## src/rtl/wsfc_pkg.sv

```systemverilog
// Shared types and constants of the WebSocket frame composer.
`default_nettype none
package wsfc_pkg;

  localparam int LEN_W      = 63;
  localparam int KEY_W      = 32;
  localparam int OPC_W      = 4;
  localparam int BYTE_W     = 8;
  localparam int STEP_W     = 4;   // header has at most 14 bytes
  localparam int FIFO_DEPTH = 4;

  localparam logic KIND_HDR  = 1'b0;
  localparam logic KIND_DATA = 1'b1;

  localparam logic [BYTE_W-1:0] FIN_BIT    = 8'h80;
  localparam logic [6:0]        LEN7_MAX   = 7'd125;
  localparam logic [15:0]       LEN16_MAX  = 16'hFFFF;
  localparam logic [6:0]        LEN_CODE16 = 7'd126;
  localparam logic [6:0]        LEN_CODE64 = 7'd127;

  typedef enum logic [1:0] {
    CMD_HDR,
    CMD_DATA,
    CMD_ERR
  } cmd_kind_t;

  typedef enum logic [1:0] {
    LEN_7,
    LEN_16,
    LEN_64
  } len_cls_t;

  // One queued command from front to back end.
  typedef struct packed {
    cmd_kind_t          kind;
    logic [BYTE_W-1:0]  data;      // finished payload byte
    logic               fend;      // payload byte closes the frame
    logic [OPC_W-1:0]   opcode;
    logic [LEN_W-1:0]   len;
    logic [KEY_W-1:0]   key;
    logic               mask;
    len_cls_t           len_cls;
    logic               zero_len;
  } cmd_t;

endpackage
`default_nettype wire

```

## src/rtl/wsfc_queue.sv

```systemverilog
// Small register FIFO of commands between front and back end.
`default_nettype none
module wsfc_queue #(
  parameter int DEPTH = wsfc_pkg::FIFO_DEPTH
) (
  input  wire logic           clk,
  input  wire logic           rst_n,
  input  wire logic           push,
  input  wire wsfc_pkg::cmd_t wr_cmd,
  output logic                full,
  input  wire logic           pop,
  output logic                empty,
  output wsfc_pkg::cmd_t      rd_cmd
);

  localparam int AW = $clog2(DEPTH);
  localparam int CW = $clog2(DEPTH + 1);
  localparam logic [AW-1:0] LAST_IDX = AW'(DEPTH - 1);
  localparam logic [CW-1:0] FULL_CNT = CW'(DEPTH);

  wsfc_pkg::cmd_t mem_r [DEPTH];
  logic [AW-1:0] wr_ptr_r, wr_ptr_nxt;
  logic [AW-1:0] rd_ptr_r, rd_ptr_nxt;
  logic [CW-1:0] count_r, count_nxt;
  logic          do_push, do_pop;

  assign full    = (count_r == FULL_CNT);
  assign empty   = (count_r == '0);
  assign do_push = push && !full;
  assign do_pop  = pop && !empty;
  assign rd_cmd  = mem_r[rd_ptr_r];

  always_comb begin
    wr_ptr_nxt = wr_ptr_r;
    rd_ptr_nxt = rd_ptr_r;
    count_nxt  = count_r;
    if (do_push) begin
      wr_ptr_nxt = (wr_ptr_r == LAST_IDX) ? '0 : wr_ptr_r + 1'b1;
    end
    if (do_pop) begin
      rd_ptr_nxt = (rd_ptr_r == LAST_IDX) ? '0 : rd_ptr_r + 1'b1;
    end
    if (do_push && !do_pop) begin
      count_nxt = count_r + 1'b1;
    end else if (do_pop && !do_push) begin
      count_nxt = count_r - 1'b1;
    end
  end

  always_ff @(posedge clk) begin
    if (!rst_n) begin
      wr_ptr_r <= '0;
      rd_ptr_r <= '0;
      count_r  <= '0;
    end else begin
      wr_ptr_r <= wr_ptr_nxt;
      rd_ptr_r <= rd_ptr_nxt;
      count_r  <= count_nxt;
    end
  end

  always_ff @(posedge clk) begin
    if (do_push) begin
      mem_r[wr_ptr_r] <= wr_cmd;
    end
  end

endmodule
`default_nettype wire

```

## src/rtl/wsfc_front.sv

```systemverilog
// Front end: accepts items, tracks frame state and queues commands.
`default_nettype none
module wsfc_front (
  input  wire logic                           clk,
  input  wire logic                           rst_n,
  input  wire logic                           cfg_wr_en,
  input  wire logic                           cfg_wr_data,
  input  wire logic                           in_valid,
  output logic                                in_stall,
  input  wire logic                           in_kind,
  input  wire logic [wsfc_pkg::OPC_W-1:0]     in_opcode,
  input  wire logic [wsfc_pkg::LEN_W-1:0]     in_payload_length,
  input  wire logic [wsfc_pkg::KEY_W-1:0]     in_mask_key,
  input  wire logic [wsfc_pkg::BYTE_W-1:0]    in_data_byte,
  input  wire logic                           q_full,
  output logic                                q_push,
  output wsfc_pkg::cmd_t                      q_cmd
);

  logic                          mask_en_r;
  logic                          frame_open_r, frame_open_nxt;
  logic [wsfc_pkg::LEN_W-1:0]    remain_r, remain_nxt;
  logic [wsfc_pkg::KEY_W-1:0]    key_r, key_nxt;
  logic [1:0]                    phase_r, phase_nxt;
  logic                          accept;
  logic [wsfc_pkg::BYTE_W-1:0]   key_byte;
  logic                          last_byte;

  assign in_stall  = q_full;
  assign accept    = in_valid && !q_full;
  assign q_push    = accept;
  // byte 0 of the key sits in bits 31..24
  assign key_byte  = key_r[{~phase_r, 3'b000} +: 8];
  assign last_byte = (remain_r == wsfc_pkg::LEN_W'(1));

  always_comb begin
    frame_open_nxt  = frame_open_r;
    remain_nxt      = remain_r;
    key_nxt         = key_r;
    phase_nxt       = phase_r;
    q_cmd           = '0;
    q_cmd.kind      = wsfc_pkg::CMD_ERR;
    q_cmd.opcode    = in_opcode;
    q_cmd.len       = in_payload_length;
    q_cmd.key       = in_mask_key;
    q_cmd.mask      = mask_en_r;
    q_cmd.zero_len  = (in_payload_length == '0);
    if (in_payload_length <= wsfc_pkg::LEN_W'(wsfc_pkg::LEN7_MAX)) begin
      q_cmd.len_cls = wsfc_pkg::LEN_7;
    end else if (in_payload_length <= wsfc_pkg::LEN_W'(wsfc_pkg::LEN16_MAX)) begin
      q_cmd.len_cls = wsfc_pkg::LEN_16;
    end else begin
      q_cmd.len_cls = wsfc_pkg::LEN_64;
    end

    if (in_kind == wsfc_pkg::KIND_HDR) begin
      if (!frame_open_r) begin
        q_cmd.kind     = wsfc_pkg::CMD_HDR;
        frame_open_nxt = (in_payload_length != '0);
        remain_nxt     = in_payload_length;
        key_nxt        = mask_en_r ? in_mask_key : '0;
        phase_nxt      = '0;
      end
    end else begin
      if (frame_open_r) begin
        q_cmd.kind     = wsfc_pkg::CMD_DATA;
        q_cmd.data     = in_data_byte ^ key_byte;
        q_cmd.fend     = last_byte;
        remain_nxt     = remain_r - 1'b1;
        phase_nxt      = phase_r + 1'b1;
        frame_open_nxt = !last_byte;
      end
    end
  end

  always_ff @(posedge clk) begin
    if (!rst_n) begin
      mask_en_r    <= 1'b0;
      frame_open_r <= 1'b0;
      remain_r     <= '0;
      key_r        <= '0;
      phase_r      <= '0;
    end else begin
      if (cfg_wr_en) begin
        mask_en_r <= cfg_wr_data;
      end
      if (accept) begin
        frame_open_r <= frame_open_nxt;
        remain_r     <= remain_nxt;
        key_r        <= key_nxt;
        phase_r      <= phase_nxt;
      end
    end
  end

endmodule
`default_nettype wire

```

## src/rtl/wsfc_back.sv

```systemverilog
// Back end: expands queued commands into wire bytes, one per cycle while the output is not stalled.
`default_nettype none
module wsfc_back (
  input  wire logic                          clk,
  input  wire logic                          rst_n,
  input  wire logic                          q_empty,
  input  wire wsfc_pkg::cmd_t                q_cmd,
  output logic                               q_pop,
  output logic                               out_valid,
  input  wire logic                          out_stall,
  output logic [wsfc_pkg::BYTE_W-1:0]        out_byte,
  output logic                               out_frame_end,
  output logic                               out_run_end,
  output logic                               out_error
);

  logic [wsfc_pkg::STEP_W-1:0] step_r, step_nxt;
  logic                        out_valid_r;
  logic [wsfc_pkg::BYTE_W-1:0] byte_r, byte_nxt;
  logic                        fend_r, fend_nxt;
  logic                        rend_r, rend_nxt;
  logic                        err_r, err_nxt;
  logic                        adv, emit, last;
  logic [wsfc_pkg::STEP_W-1:0] ext_cnt, hdr_last, sub;
  logic [wsfc_pkg::STEP_W-1:0] len_idx, key_idx;
  logic [6:0]                  len_code;
  logic [wsfc_pkg::LEN_W:0]    len64;

  assign adv   = !out_valid_r || !out_stall;
  assign emit  = !q_empty && adv;
  assign q_pop = emit && last;
  assign len64 = {1'b0, q_cmd.len};

  always_comb begin
    case (q_cmd.len_cls)
      wsfc_pkg::LEN_7: begin
        ext_cnt  = 4'd0;
        len_code = q_cmd.len[6:0];
      end
      wsfc_pkg::LEN_16: begin
        ext_cnt  = 4'd2;
        len_code = wsfc_pkg::LEN_CODE16;
      end
      wsfc_pkg::LEN_64: begin
        ext_cnt  = 4'd8;
        len_code = wsfc_pkg::LEN_CODE64;
      end
      default: begin
        ext_cnt  = 4'd8;
        len_code = wsfc_pkg::LEN_CODE64;
      end
    endcase
    hdr_last = 4'd1 + ext_cnt + (q_cmd.mask ? 4'd4 : 4'd0);
    sub      = step_r - 4'd2;
    len_idx  = ext_cnt - 4'd1 - sub;  // big-endian length bytes
    key_idx  = sub - ext_cnt;

    last     = 1'b1;
    byte_nxt = '0;
    fend_nxt = 1'b0;
    rend_nxt = 1'b1;
    err_nxt  = 1'b0;
    case (q_cmd.kind)
      wsfc_pkg::CMD_HDR: begin
        last     = (step_r == hdr_last);
        rend_nxt = last;
        fend_nxt = last && q_cmd.zero_len;
        if (step_r == 4'd0) begin
          byte_nxt = wsfc_pkg::FIN_BIT | {4'b0000, q_cmd.opcode};
        end else if (step_r == 4'd1) begin
          byte_nxt = {q_cmd.mask, len_code};
        end else if (sub < ext_cnt) begin
          byte_nxt = len64[{len_idx[2:0], 3'b000} +: 8];
        end else begin
          byte_nxt = q_cmd.key[{~key_idx[1:0], 3'b000} +: 8];
        end
      end
      wsfc_pkg::CMD_DATA: begin
        byte_nxt = q_cmd.data;
        fend_nxt = q_cmd.fend;
      end
      wsfc_pkg::CMD_ERR: begin
        err_nxt = 1'b1;
      end
      default: begin
        err_nxt = 1'b1;
      end
    endcase

    step_nxt = step_r;
    if (q_pop) begin
      step_nxt = '0;
    end else if (emit) begin
      step_nxt = step_r + 1'b1;
    end
  end

  always_ff @(posedge clk) begin
    if (!rst_n) begin
      step_r      <= '0;
      out_valid_r <= 1'b0;
    end else begin
      step_r <= step_nxt;
      if (adv) begin
        out_valid_r <= !q_empty;
      end
    end
  end

  always_ff @(posedge clk) begin
    if (emit) begin
      byte_r <= byte_nxt;
      fend_r <= fend_nxt;
      rend_r <= rend_nxt;
      err_r  <= err_nxt;
    end
  end

  assign out_valid     = out_valid_r;
  assign out_byte      = byte_r;
  assign out_frame_end = fend_r;
  assign out_run_end   = rend_r;
  assign out_error     = err_r;

endmodule
`default_nettype wire

```

## src/rtl/websocket_frame_composer.sv

```systemverilog
// Top level of the WebSocket frame composer: front end, command queue, back end.
// Flow: an accepted beat is written into the command queue, and its first byte is then loaded
//   into the output register when the back end is idle and the output is not stalled.
// Throughput: one payload beat per cycle in and out while unstalled; errors give one beat and
//   a header beat 2 to 14 output beats, one per cycle, set by the back end's single byte lane.
// Reset: synchronous active-low rst_n clears frame state, mask enable, queue pointers
//   and output valid; payload registers keep their value.
`default_nettype none
module websocket_frame_composer #(
  parameter int FIFO_DEPTH = wsfc_pkg::FIFO_DEPTH
) (
  input  wire logic                          clk,
  input  wire logic                          rst_n,
  // configuration: mask_enable
  input  wire logic                          cfg_wr_en,
  input  wire logic                          cfg_wr_data,
  // input beats
  input  wire logic                          in_valid,
  output logic                               in_stall,
  input  wire logic                          in_kind,
  input  wire logic [wsfc_pkg::OPC_W-1:0]    in_opcode,
  input  wire logic [wsfc_pkg::LEN_W-1:0]    in_payload_length,
  input  wire logic [wsfc_pkg::KEY_W-1:0]    in_mask_key,
  input  wire logic [wsfc_pkg::BYTE_W-1:0]   in_data_byte,
  // output beats
  output logic                               out_valid,
  input  wire logic                          out_stall,
  output logic [wsfc_pkg::BYTE_W-1:0]        out_byte,
  output logic                               out_frame_end,
  output logic                               out_run_end,
  output logic                               out_error
);

  wsfc_pkg::cmd_t push_cmd;
  wsfc_pkg::cmd_t head_cmd;
  logic           q_push, q_full, q_pop, q_empty;

  // Front: frame state lives here, so it runs ahead of the byte expansion.
  wsfc_front u_front (
    .clk               (clk),
    .rst_n             (rst_n),
    .cfg_wr_en         (cfg_wr_en),
    .cfg_wr_data       (cfg_wr_data),
    .in_valid          (in_valid),
    .in_stall          (in_stall),
    .in_kind           (in_kind),
    .in_opcode         (in_opcode),
    .in_payload_length (in_payload_length),
    .in_mask_key       (in_mask_key),
    .in_data_byte      (in_data_byte),
    .q_full            (q_full),
    .q_push            (q_push),
    .q_cmd             (push_cmd)
  );

  // Command queue decouples the two stall domains.
  wsfc_queue #(
    .DEPTH (FIFO_DEPTH)
  ) u_queue (
    .clk    (clk),
    .rst_n  (rst_n),
    .push   (q_push),
    .wr_cmd (push_cmd),
    .full   (q_full),
    .pop    (q_pop),
    .empty  (q_empty),
    .rd_cmd (head_cmd)
  );

  // Back: header sequencer plus output register.
  wsfc_back u_back (
    .clk           (clk),
    .rst_n         (rst_n),
    .q_empty       (q_empty),
    .q_cmd         (head_cmd),
    .q_pop         (q_pop),
    .out_valid     (out_valid),
    .out_stall     (out_stall),
    .out_byte      (out_byte),
    .out_frame_end (out_frame_end),
    .out_run_end   (out_run_end),
    .out_error     (out_error)
  );

endmodule
`default_nettype wire

```

## config.mk

```make
export PLATFORM = sky130hd
export DESIGN_NAME = websocket_frame_composer
export DESIGN_NICKNAME = d
export VERILOG_FILES = /design/src/rtl/wsfc_pkg.sv /design/src/rtl/wsfc_queue.sv /design/src/rtl/wsfc_front.sv /design/src/rtl/wsfc_back.sv /design/src/rtl/websocket_frame_composer.sv
export SDC_FILE = /design/constraint.sdc
export NUM_CORES = 1
export LEC_CHECK = 0
export BUFFER_PORTS_ARGS = -buffer_cell sky130_fd_sc_hd__buf_4
export CORE_AREA = 3 3 220 222
export DETAILED_ROUTE_END_ITERATION = 8
export DIE_AREA = 0 0 223 225
export HOLD_SLACK_MARGIN = 0.03
export PLACE_DENSITY = 0.78
export SYNTH_ARGS = -nofsm -noshare
export SYNTH_HDL_FRONTEND = slang
export SYNTH_HIERARCHICAL = 1
export SYNTH_SLANG_ARGS = --single-unit
```

## constraint.sdc

```tcl
create_clock -name clk -period 6.2 [get_ports clk]
set_input_delay 0.62 -clock clk [delete_from_list [all_inputs] [get_ports clk]]
set_output_delay 0.62 -clock clk [all_outputs]
set_load 0.01 [all_outputs]
```

==> metrics.yaml, run 1 <==
run_status:
  status: "completed"
drt:
  totalWireLength_um: 66500
  route.detailed.drc: 0
  first_pass_iters: 6
  drt_iter0_drc: 2528
  wire_per_inst_um: 27.8
  vias_per_cell: 6.70
  vias: 16000
  ant_nets: 0
clocking:
  cts-htree-levels: 2
  cts_buffers: 56
  post_cts_buffers: 0
  cts.sinks: 580
  clk_pin_slew_ns: 0.06
  insertion_delay_ns: 0.62
  cts_buffer_depth: 3
  holdBufCountCts: 0
  root_buffer: "clkbuf_16"
  post_cts_resized: 0
  cts_tree: "done"
yosys:
  ys_seq_elements: 580
  synth-seq-area-share_pct: 63.6
  ys_types: 84
  yosysWarnings: 6
  syn-cell-area_mm2: 0.0256
  syn_avg_cell_area_um2: 14.8
  syn_inst: 1733
  synth_area_leaders: "edfxtp_1 (55%), mux4_2 (12%), dfxtp_1 (8.8%)"
  yosysMostFrequentCell: "edfxtp_1"
  synth_top_area_share_pct: 54.7
  synth_top_cell_by_area: "edfxtp_1"
  ys_async_sr_fraction_pct: 0
  synth_ff_type: "edfxtp_1"
  synth_common_cells: "edfxtp_1 (467), mux4_2 (141), dfxtp_1 (113)"
  synth_edf_count: 467
  syn_nets: 1865
setup_path:
  start_kind: "flip-flop"
  cp.arrival_ns: 4.71
  required_ns: 6.74
  critPathKind: "reg -> reg"
  crit_chain: "buf_4, mux4_2, xnor2_1, and3_1, o31a_1, o31ai_1, ha_1, inv_1, fa_1, xor2_1, or3_1, a21boi_0"
  crit_family: "adder cells"
  path_buf_inv: 2
  crit_fanout: 27
  max_stage_delay_ns: 0.67
  cp-end-kind: "flip-flop"
  cp_slowest_cell: "dfxtp_4"
floorplan:
  floorplan.rows: 79
  start_util_pct: 55.0
  core_mm2: 0.0466
  ios: 127
  die_x_um: 223
  dieArea_mm2: 0.0502
  die_h_um: 225
run:
  maxCapViolations: 0
final_layout:
  drive_gt1_share_pct: 23.2
  fillCellCount: 3235
  n_antenna_cell: 0
  nNetsFinal: 1865
  area_growth_pct: 10.1
  finish.utilization_pct: 60.6
grt:
  grt_antenna_before_repair: 0
  gr-total-overflow: 0
  grt_pass1_wl_um: 98700
  grt_pass1_vias: 15400
  grt_usage_pct: 26.1
  grt_max_degree: 74
sta:
  hold_violations: 0
  worst_hold_slack_ns: 0.212
  fin_setup_tns_ns: 0
  tightest_slew_ns: 1.18
  setup_viol: 0
  rsz0062_at_grt: "false"
  period_share_pct: 67.4
  finalMaxSlewViolations: 0
  maxSlewHeadroom_pct: 21.2
  fin_ws_ns: 2.02
  fin_crit_ns: 4.18
  max_freq_mhz: 239
  fin_worst_skew_ns: 0.0153
placed_design:
  pre_cts_ws_ns: 2.02
  dp_hpwl_um: 42900
  port-buffer-count: 126
  gp_congestion: 0.926
worst_hold_path:
  hp-class: "in -> reg"
pwr:
  ir_worst_vdd_v: 0.000279
  power.leakage_uw: 0.00916
  powerDensity_mw_per_mm2: 429
==> registers in the layout, summed over array words and instances (netlist names), named ones only <==
signal and cells:
u_back/out_run_end 1, u_queue/mem_r 456, u_back/step_r 4, u_queue/rd_ptr_r 2
u_front/key_r 32, u_front/mask_en_r 1, u_front/remain_r 63, u_back/out_frame_end 1
u_back/out_valid 1, u_front/frame_open_r 1, u_queue/count_r 3, u_back/out_error 1
u_back/out_byte 8, u_front/phase_r 2, u_queue/wr_ptr_r 2
==> per-stage QoR <==
stage	instance area (µm²)	instances	power [µW]
floorplan	25600	1733	7570
global placement	26200	2282	8380
detailed placement	26200	2282	8480
CTS	28200	2387	12100
global route	28200	2387	12500
finish	28200	2387	12100
==> kinds of logic after synthesis <==
| family | after synthesis | share of synthesized area [%] |
|---|---|---|
| AND/OR/NAND/NOR | 448 | 9.31 |
| multiplexers | 160 | 13.2 |
| buffers and inverters | 227 | 5.39 |
| AO/OA/AOI/OAI | 283 | 7.05 |
| flip-flops | 580 | 63.6 |
| adder cells (fa/ha/maj) | 18 | 0.908 |
| XOR/XNOR | 17 | 0.581 |
==> layer usage <==
| layer | wire (µm) | part of all wire (%) | vias up | GRT usage [%] |
|---|---|---|---|---|
| li1 | - | - | 6776 | - |
| met5 | 0 | 0 | - | 0 |
| met1 | 24900 | 37 | 7964 | 36.3 |
| met3 | 8430 | 13 | 147 | 7.71 |
| met4 | 2240 | 3.4 | 0 | 8.57 |
| met2 | 31000 | 47 | 1117 | 40.0 |
==> path summary, 6_finish.rpt <==
path | slack (ns) | start | depth (start not counted) | end
worst max-delay path | 2.02 | flip-flop | 12 | u_queue/count_r[2]$_SDFFE_PN0P_
worst min-delay path | 0.21 | in_mask_key[21] | 1 | u_queue/mem_r[3][25]$_DFFE_PP_
worst min register to register | 0.45 | u_front/key_r[24]$_SDFFE_PN0P_ | 2 | u_front/key_r[24]$_SDFFE_PN0P_
worst max register to register | 2.02 | flip-flop | 12 | u_queue/count_r[2]$_SDFFE_PN0P_
==> cell type report <==
type | count | area [µm²] | share of cell area [%]
inverter | 20 | 75.1 | 0.266
clock buffer | 65 | 1470 | 5.19
tap | 607 | 759 | 2.69
multi-input combinational | 926 | 7980 | 28.3
clock inverter | 40 | 514 | 1.82
sequential | 580 | 16300 | 57.8
timing repair buffer | 149 | 1120 | 3.97
==> layout by cell type (no fill, tap or decap), drive strengths merged, types with 6 or more instances in the layout <==
cell type,Yosys,layout
nand3b,7,7
nand3,68,68
xnor2,13,13
clkbuf,72,65
a211oi,9,9
a22oi,12,12
o211ai,12,12
ha,17,17
and2,11,11
and3,21,21
a31oi,15,15
or3,22,22
nor3,45,45
bufinv,0,10
buf,135,149
o21ai,58,58
o31a,6,6
edfxtp,467,467
nor4,43,43
a21oi,92,92
nand4,20,20
o31ai,9,9
nand2,98,98
a41oi,7,7
nor2,64,64
mux2i,17,17
or4,16,16
mux4,142,142
clkinv,1,27
inv,19,21
o22ai,13,13
nor2b,16,16
dfxtp,113,113
==> power by group <==
group | switching, µW | total (µW) | internal [µW]
Sequential | 313 | 5160 | 4850
Clock | 1490 | 3620 | 2120
Combinational | 1940 | 3320 | 1380
Power figures use the tool's default switching activity.
==> run 2: changes to the inputs <==
==> constraint.sdc (replaced) <==
create_clock -name clk -period 4.15 [get_ports clk]
set_input_delay 0.415 -clock clk [delete_from_list [all_inputs] [get_ports clk]]
set_output_delay 0.415 -clock clk [all_outputs]
set_load 0.01 [all_outputs]
==> metrics.yaml, run 2 (synthesis results as in run 1) <==
grt:
  gr-total-overflow: 0  # unchanged
  grt_pass1_vias: 16000  # was 15,400
  grt_usage_pct: 26.9  # was 26.1%
  grt_max_degree: 77  # was 74
  grt_pass1_wl_um: 102000  # was 98,700 µm
  grt_antenna_before_repair: 2  # was 0
setup_path:
  endpoint: "u_queue/count_r[2]$_SDFFE_PN0P_"  # unchanged
  crit_chain: "buf_4, mux4_2, xnor2_1, and3_1, o31a_1, o31ai_1, ha_1, inv_1, fa_1, xor2_1, or3_1, a21boi_0"  # unchanged
  start_kind: "flip-flop"  # unchanged
  max_stage_delay_ns: 0.61  # was 0.67 ns
  crit_family: "adder cells"  # unchanged
  cp_slowest_cell: "mux4_2"  # was dfxtp_4
  critPathKind: "reg -> reg"  # unchanged
  cp-end-kind: "flip-flop"  # unchanged
  rrSetupSlack_ns: 0.35  # was 2.02 ns
  required_ns: 4.66  # was 6.74 ns
  ff2ff_path_depth: 12  # unchanged
  crit_fanout: 20  # was 27
  rr_endpoint: "u_queue/count_r[2]$_SDFFE_PN0P_"  # unchanged
  cp_num_cells: 12  # unchanged
  path_buf_inv: 2  # unchanged
  cp.arrival_ns: 4.31  # was 4.71 ns
placed_design:
  port-buffer-count: 126  # unchanged
  placed_cells: 2305  # was 2,282
  dp_hpwl_um: 44000  # was 42,900 µm
  gp_congestion: 0.943  # was 0.926
sta:
  fin_crit_ns: 3.80  # was 4.18 ns
  rsz0062_at_grt: "false"  # unchanged
  setup_viol: 0  # unchanged
  max_freq_mhz: 263  # was 239 MHz
  fin_worst_skew_ns: 0.0234  # was 0.0153 ns
  hold_violations: 0  # unchanged
  period_share_pct: 91.7  # was 67.4%
  fin_setup_tns_ns: 0  # unchanged
  maxSlewHeadroom_pct: 9.85  # was 21.2%
  tightest_slew_ns: 1.35  # was 1.18 ns
  finalMaxSlewViolations: 0  # unchanged
final_layout:
  largest_register: "u_queue/mem_r"  # unchanged
  fillCellCount: 3213  # was 3,235
  area_growth_pct: 12.4  # was 10.1%
  drive_gt1_share_pct: 23.9  # was 23.2%
  layout.cells.most_common_list: "edfxtp_1 (467), buf_4 (165), mux4_2 (141), dfxtp_1 (111), nand2_1 (97)"  # was edfxtp_1 (467), buf_4 (149), mux4_2 (141), dfxtp_1 (111), nand2_1 (97)
  final_common_cell: "edfxtp_1"  # unchanged
  n_antenna_cell: 0  # unchanged
  largest_reg_flops: 456  # unchanged
  reg_top3: "u_queue/mem_r: 456 flops, u_front/remain_r: 63 flops, u_front/key_r: 32 flops"  # unchanged
  instances_no_fill: 2447  # was 2,387
  finish.utilization_pct: 61.8  # was 60.6%
  nNetsFinal: 1923  # was 1,865
drt:
  wire_per_inst_um: 27.8  # about the same
  wl_met3_um: 7840  # was 8430 µm
  highest_layer: "met4"  # unchanged
  drt_iter0_drc: 2346  # was 2,528
  ant_nets: 0  # unchanged
  route.detailed.drc: 0  # unchanged
  vias: 16300  # was 16,000
  met1Wirelength_um: 25500  # was 24,900 µm
  met2_wirelength_um: 31800  # was 31,000 µm
  totalWireLength_um: 68000  # was 66,500 µm
  vias_per_cell: 6.67  # was 6.70
  first_pass_iters: 6  # unchanged
floorplan:
  dieArea_mm2: 0.0502  # unchanged
  ios: 127  # unchanged
  start_util_pct: 55.0  # unchanged
  die_x_um: 223  # unchanged
  core_mm2: 0.0466  # unchanged
  floorplan.rows: 79  # unchanged
  die_h_um: 225  # unchanged
pwr:
  ir_worst_vdd_v: 0.000471  # was 0.000279 V
  powerDensity_mw_per_mm2: 630  # was 429 mW/mm²
  power_uw: 18100  # was 12,100 µW
  power.leakage_uw: 0.00942  # was 0.00916 µW
clocking:
  insertion_delay_ns: 0.61  # was 0.62 ns
  post_cts_resized: 0  # unchanged
  holdBufCountCts: 34  # was 0
  cts_buffers: 57  # was 56
  clk_pin_slew_ns: 0.06  # about the same
  root_buffer: "clkbuf_16"  # unchanged
  post_cts_buffers: 0  # unchanged
  cts.sinks: 580  # unchanged
  cts-htree-levels: 2  # unchanged
  cts_tree: "done"  # unchanged
  cts_buffer_depth: 3  # unchanged
run_status:
  status: "completed"  # unchanged
run:
  maxCapViolations: 0  # unchanged
worst_hold_path:
  hp-class: "in -> reg"  # unchanged
  worstHoldPathCells: 1  # unchanged
-- run 2: cell types whose count changed in the layout (fill, tap and decap cells not counted), moves of 2 or more --
cell and change:
buf_12 +7, buf_4 +16, bufinv_16 -4, clkbuf_1 +4, clkbuf_16 +4, clkinv_1 -5, clkinv_16 -2, clkinv_2 -2
clkinvlp_4 +5, dlygate4sd3_1 +34
-- run 2: per-layer routing --
metal / GRT usage, % / vias to the layer above
met2: 41.5 / 1130
met1: 37.5 / 8096
met5: 0 / -
met4: 10.6 / 0
met3: 6.67 / 191
li1: - / 6901
-- run 2: layout make-up --
type	instances	area, µm²	share of cell area, %
Sequential cell	580	16300	56.6
Multi-Input combinational cell	926	7980	27.7
Timing Repair Buffer	206	1720	5.97
Clock buffer	74	1590	5.52
Tap cell	607	759	2.64
Clock inverter	34	372	1.29
Inverter	20	75.1	0.261
-- run 2: where the power goes --
part,leakage (µW),internal (µW),switching [µW]
combinational,0.00325,2180,3050
sequential,0.00522,7230,360
clock,0.000950,3100,2220
total,0.00942,12500,5630
-- run 2: stage by stage --
step	setup slack (ns)	hold slack (ns)	area, µm²
2_1_floorplan	0.654	0.429	25600
3_3_place_gp	0.562	0.435	26500
3_5_place_dp	0.468	0.444	26500
4_1_cts	0.344	0.0302	28800
5_1_grt	0.113	0.0335	28800
6_report	0.345	0.0463	28800
-- run 2: worst min-delay path by stage --
stage | start | to
floorplan | u_front/key_r[10]$_SDFFE_PN0P_ | u_front/key_r[10]$_SDFFE_PN0P_
global placement | u_front/key_r[2]$_SDFFE_PN0P_ | u_front/key_r[2]$_SDFFE_PN0P_
detailed placement | u_front/key_r[24]$_SDFFE_PN0P_ | u_front/key_r[24]$_SDFFE_PN0P_
CTS | in_payload_length[41] | u_queue/mem_r[3][77]$_DFFE_PP_
global route | in_mask_key[5] | u_queue/mem_r[2][9]$_DFFE_PP_
finish | in_mask_key[5] | u_queue/mem_r[2][9]$_DFFE_PP_
==> run 3: changes to the inputs <==
--- a/config.mk
+++ b/config.mk
@@ -6,11 +6,13 @@
 export NUM_CORES = 1
 export LEC_CHECK = 0
 export BUFFER_PORTS_ARGS = -buffer_cell sky130_fd_sc_hd__buf_4
-export CORE_AREA = 3 3 220 222
+export CELL_PAD_IN_SITES_DETAIL_PLACEMENT = 1
+export CELL_PAD_IN_SITES_GLOBAL_PLACEMENT = 2
+export CORE_AREA = 3 3 243 245
 export DETAILED_ROUTE_END_ITERATION = 8
-export DIE_AREA = 0 0 223 225
+export DIE_AREA = 0 0 246 248
 export HOLD_SLACK_MARGIN = 0.03
-export PLACE_DENSITY = 0.78
+export PLACE_DENSITY = 0.85
 export SYNTH_ARGS = -nofsm -noshare
 export SYNTH_HDL_FRONTEND = slang
 export SYNTH_HIERARCHICAL = 1
==> metrics.yaml, run 3 (synthesis results as in run 1) <==
clocking:
  cts_buffer_depth: 3  # unchanged
  cts_tree: "done"  # unchanged
  cts.sinks: 580  # unchanged
  cts-htree-levels: 2  # unchanged
  post_cts_resized: 0  # unchanged
  insertion_delay_ns: 0.64  # was 0.61 ns
  cts_buffers: 59  # was 57
  root_buffer: "clkbuf_16"  # unchanged
  clk_pin_slew_ns: 0.06  # about the same
final_layout:
  layout.cells.most_common_list: "edfxtp_1 (467), buf_4 (158), mux4_2 (141), dfxtp_1 (111), nand2_1 (97)"  # was edfxtp_1 (467), buf_4 (165), mux4_2 (141), dfxtp_1 (111), nand2_1 (97)
  design_area_mm2: 0.0292  # was 0.0288 mm²
  instances_no_fill: 2624  # was 2,447
  drive_gt1_share_pct: 23.1  # was 23.9%
  area_growth_pct: 14.0  # was 12.4%
  largest_reg_flops: 456  # unchanged
  final_common_cell: "edfxtp_1"  # unchanged
  nNetsFinal: 1940  # was 1,923
  reg_top3: "u_queue/mem_r: 456 flops, u_front/remain_r: 63 flops, u_front/key_r: 32 flops"  # unchanged
  largest_register: "u_queue/mem_r"  # unchanged
floorplan:
  die_x_um: 246  # was 223 µm
  ios: 127  # unchanged
  core_mm2: 0.0574  # was 0.0466 mm²
  start_util_pct: 44.7  # was 55.0%
  floorplan.rows: 88  # was 79
  die_h_um: 248  # was 225 µm
  dieArea_mm2: 0.0610  # was 0.0502 mm²
run_status:
  status: "completed"  # unchanged
sta:
  fin_setup_tns_ns: 0  # unchanged
  rsz0062_at_grt: "false"  # unchanged
  fin_worst_skew_ns: 0.0302  # was 0.0234 ns
  max_freq_mhz: 281  # was 263 MHz
  setup_viol: 0  # unchanged
  fin_crit_ns: 3.56  # was 3.80 ns
  tightest_slew_ns: 1.23  # was 1.35 ns
  period_share_pct: 85.8  # was 91.7%
  hold_violations: 0  # unchanged
  worst_hold_slack_ns: 0.0537  # was 0.0463 ns
  fin_ws_ns: 0.589  # was 0.345 ns
  maxSlewHeadroom_pct: 17.7  # was 9.85%
  finalMaxSlewViolations: 0  # unchanged
run:
  maxCapViolations: 0  # unchanged
setup_path:
  required_ns: 4.70  # was 4.66 ns
  crit_fanout: 29  # was 20
  cp-end-kind: "flip-flop"  # unchanged
  cp.arrival_ns: 4.11  # was 4.31 ns
  critPathKind: "reg -> reg"  # unchanged
  start_kind: "flip-flop"  # unchanged
placed_design:
  port-buffer-count: 126  # unchanged
  placed_cells: 2458  # was 2,305
  dp_hpwl_um: 50600  # was 44,000 µm
  gp_congestion: 0.850  # was 0.943
  place_area_mm2: 0.0267  # was 0.0265 mm²
  pre_cts_ws_ns: 0.628  # was 0.468 ns
grt:
  grt_max_degree: 85  # was 77
  grt_pass1_vias: 17100  # was 16,000
  grt_pass1_wl_um: 114000  # was 102,000 µm
  grt_antenna_before_repair: 3  # was 2
  grt_usage_pct: 25.4  # was 26.9%
  gr-total-overflow: 0  # unchanged
drt:
  ant_nets: 0  # unchanged
  route.detailed.drc: 0  # unchanged
  wire_per_inst_um: 29.6  # was 27.8 µm
  totalWireLength_um: 77600  # was 68,000 µm
  first_pass_iters: 6  # unchanged
  vias_per_cell: 6.27  # was 6.67
  drt_iter0_drc: 2112  # was 2,346
  vias: 16500  # was 16,300
pwr:
  powerDensity_mw_per_mm2: 635  # was 630 mW/mm²
  power.leakage_uw: 0.00950  # was 0.00942 µW
  ir_worst_vdd_v: 0.000378  # was 0.000471 V
worst_hold_path:
  hp-class: "in -> reg"  # unchanged
==> run 3: area by class of cell <==
cell class / count / area [µm²]
diodes: 1 / 2.50
clock buffers: 76 / 1600
clock inverters: 35 / 399
fillers: 5495 / 28200
inverters: 20 / 75.1
multi-input cells: 926 / 7980
flip-flops and latches: 580 / 16300
well taps: 765 / 957
repair buffers: 221 / 1910
==> run 3: metal layers <==
layer	vias to the layer above	track usage (%)	share of wire [%]
li1	6934	-	-
met1	8624	33.9	40
met2	746	40.9	48
met3	146	5.87	7.9
met4	2	9.01	3.5
met5	-	0	0.015
==> run 3: final timing paths <==
check                                                    from                              end  slack [ns]  cells past startpoint
worst max register to register                      flip-flop  u_queue/count_r[2]$_SDFFE_PN0P_        0.59                     13
worst min register to register  u_front/key_r[3]$_SDFFE_PN0P_    u_front/key_r[3]$_SDFFE_PN0P_        0.45                      2
worst min-delay path                    in_payload_length[41]   u_queue/mem_r[1][77]$_DFFE_PP_        0.05                      1
worst max-delay path                                flip-flop  u_queue/count_r[2]$_SDFFE_PN0P_        0.59                     13
==> run 3: timing repair <==
action                                 CTS  global route
endpoints found under the hold margin  211             0
hold buffers                            54             0
setup buffers                            0             0
==> run 3: worst max-delay path, stage by stage (launching register included) <==
cell and delay [ns]:
dfxtp_4 0.61, mux4_2 0.40, nor2b_1 0.15, ha_1 0.29, nor2b_1 0.07, and3_1 0.17
o31a_1 0.26, o31ai_1 0.17, ha_1 0.30, inv_1 0.07, fa_1 0.38, xor2_1 0.16
or3_1 0.30, a21boi_0 0.15
==> run 3: per-stage QoR <==
stage,util [%],power (µW)
after floorplan,-,11300
after global placement,46.5,12800
after detailed placement,46.5,13000
after CTS,50.9,18600
after global routing,50.9,19300
final,50.9,18500
==> run 3: report_power, final <==
part	leakage [µW]	total (µW)	switching, µW	internal [µW]
clock	0.000969	5510	2290	3220
sequential	0.00522	7670	443	7230
combinational	0.00331	5360	3150	2200
total	0.00950	18500	5890	12700
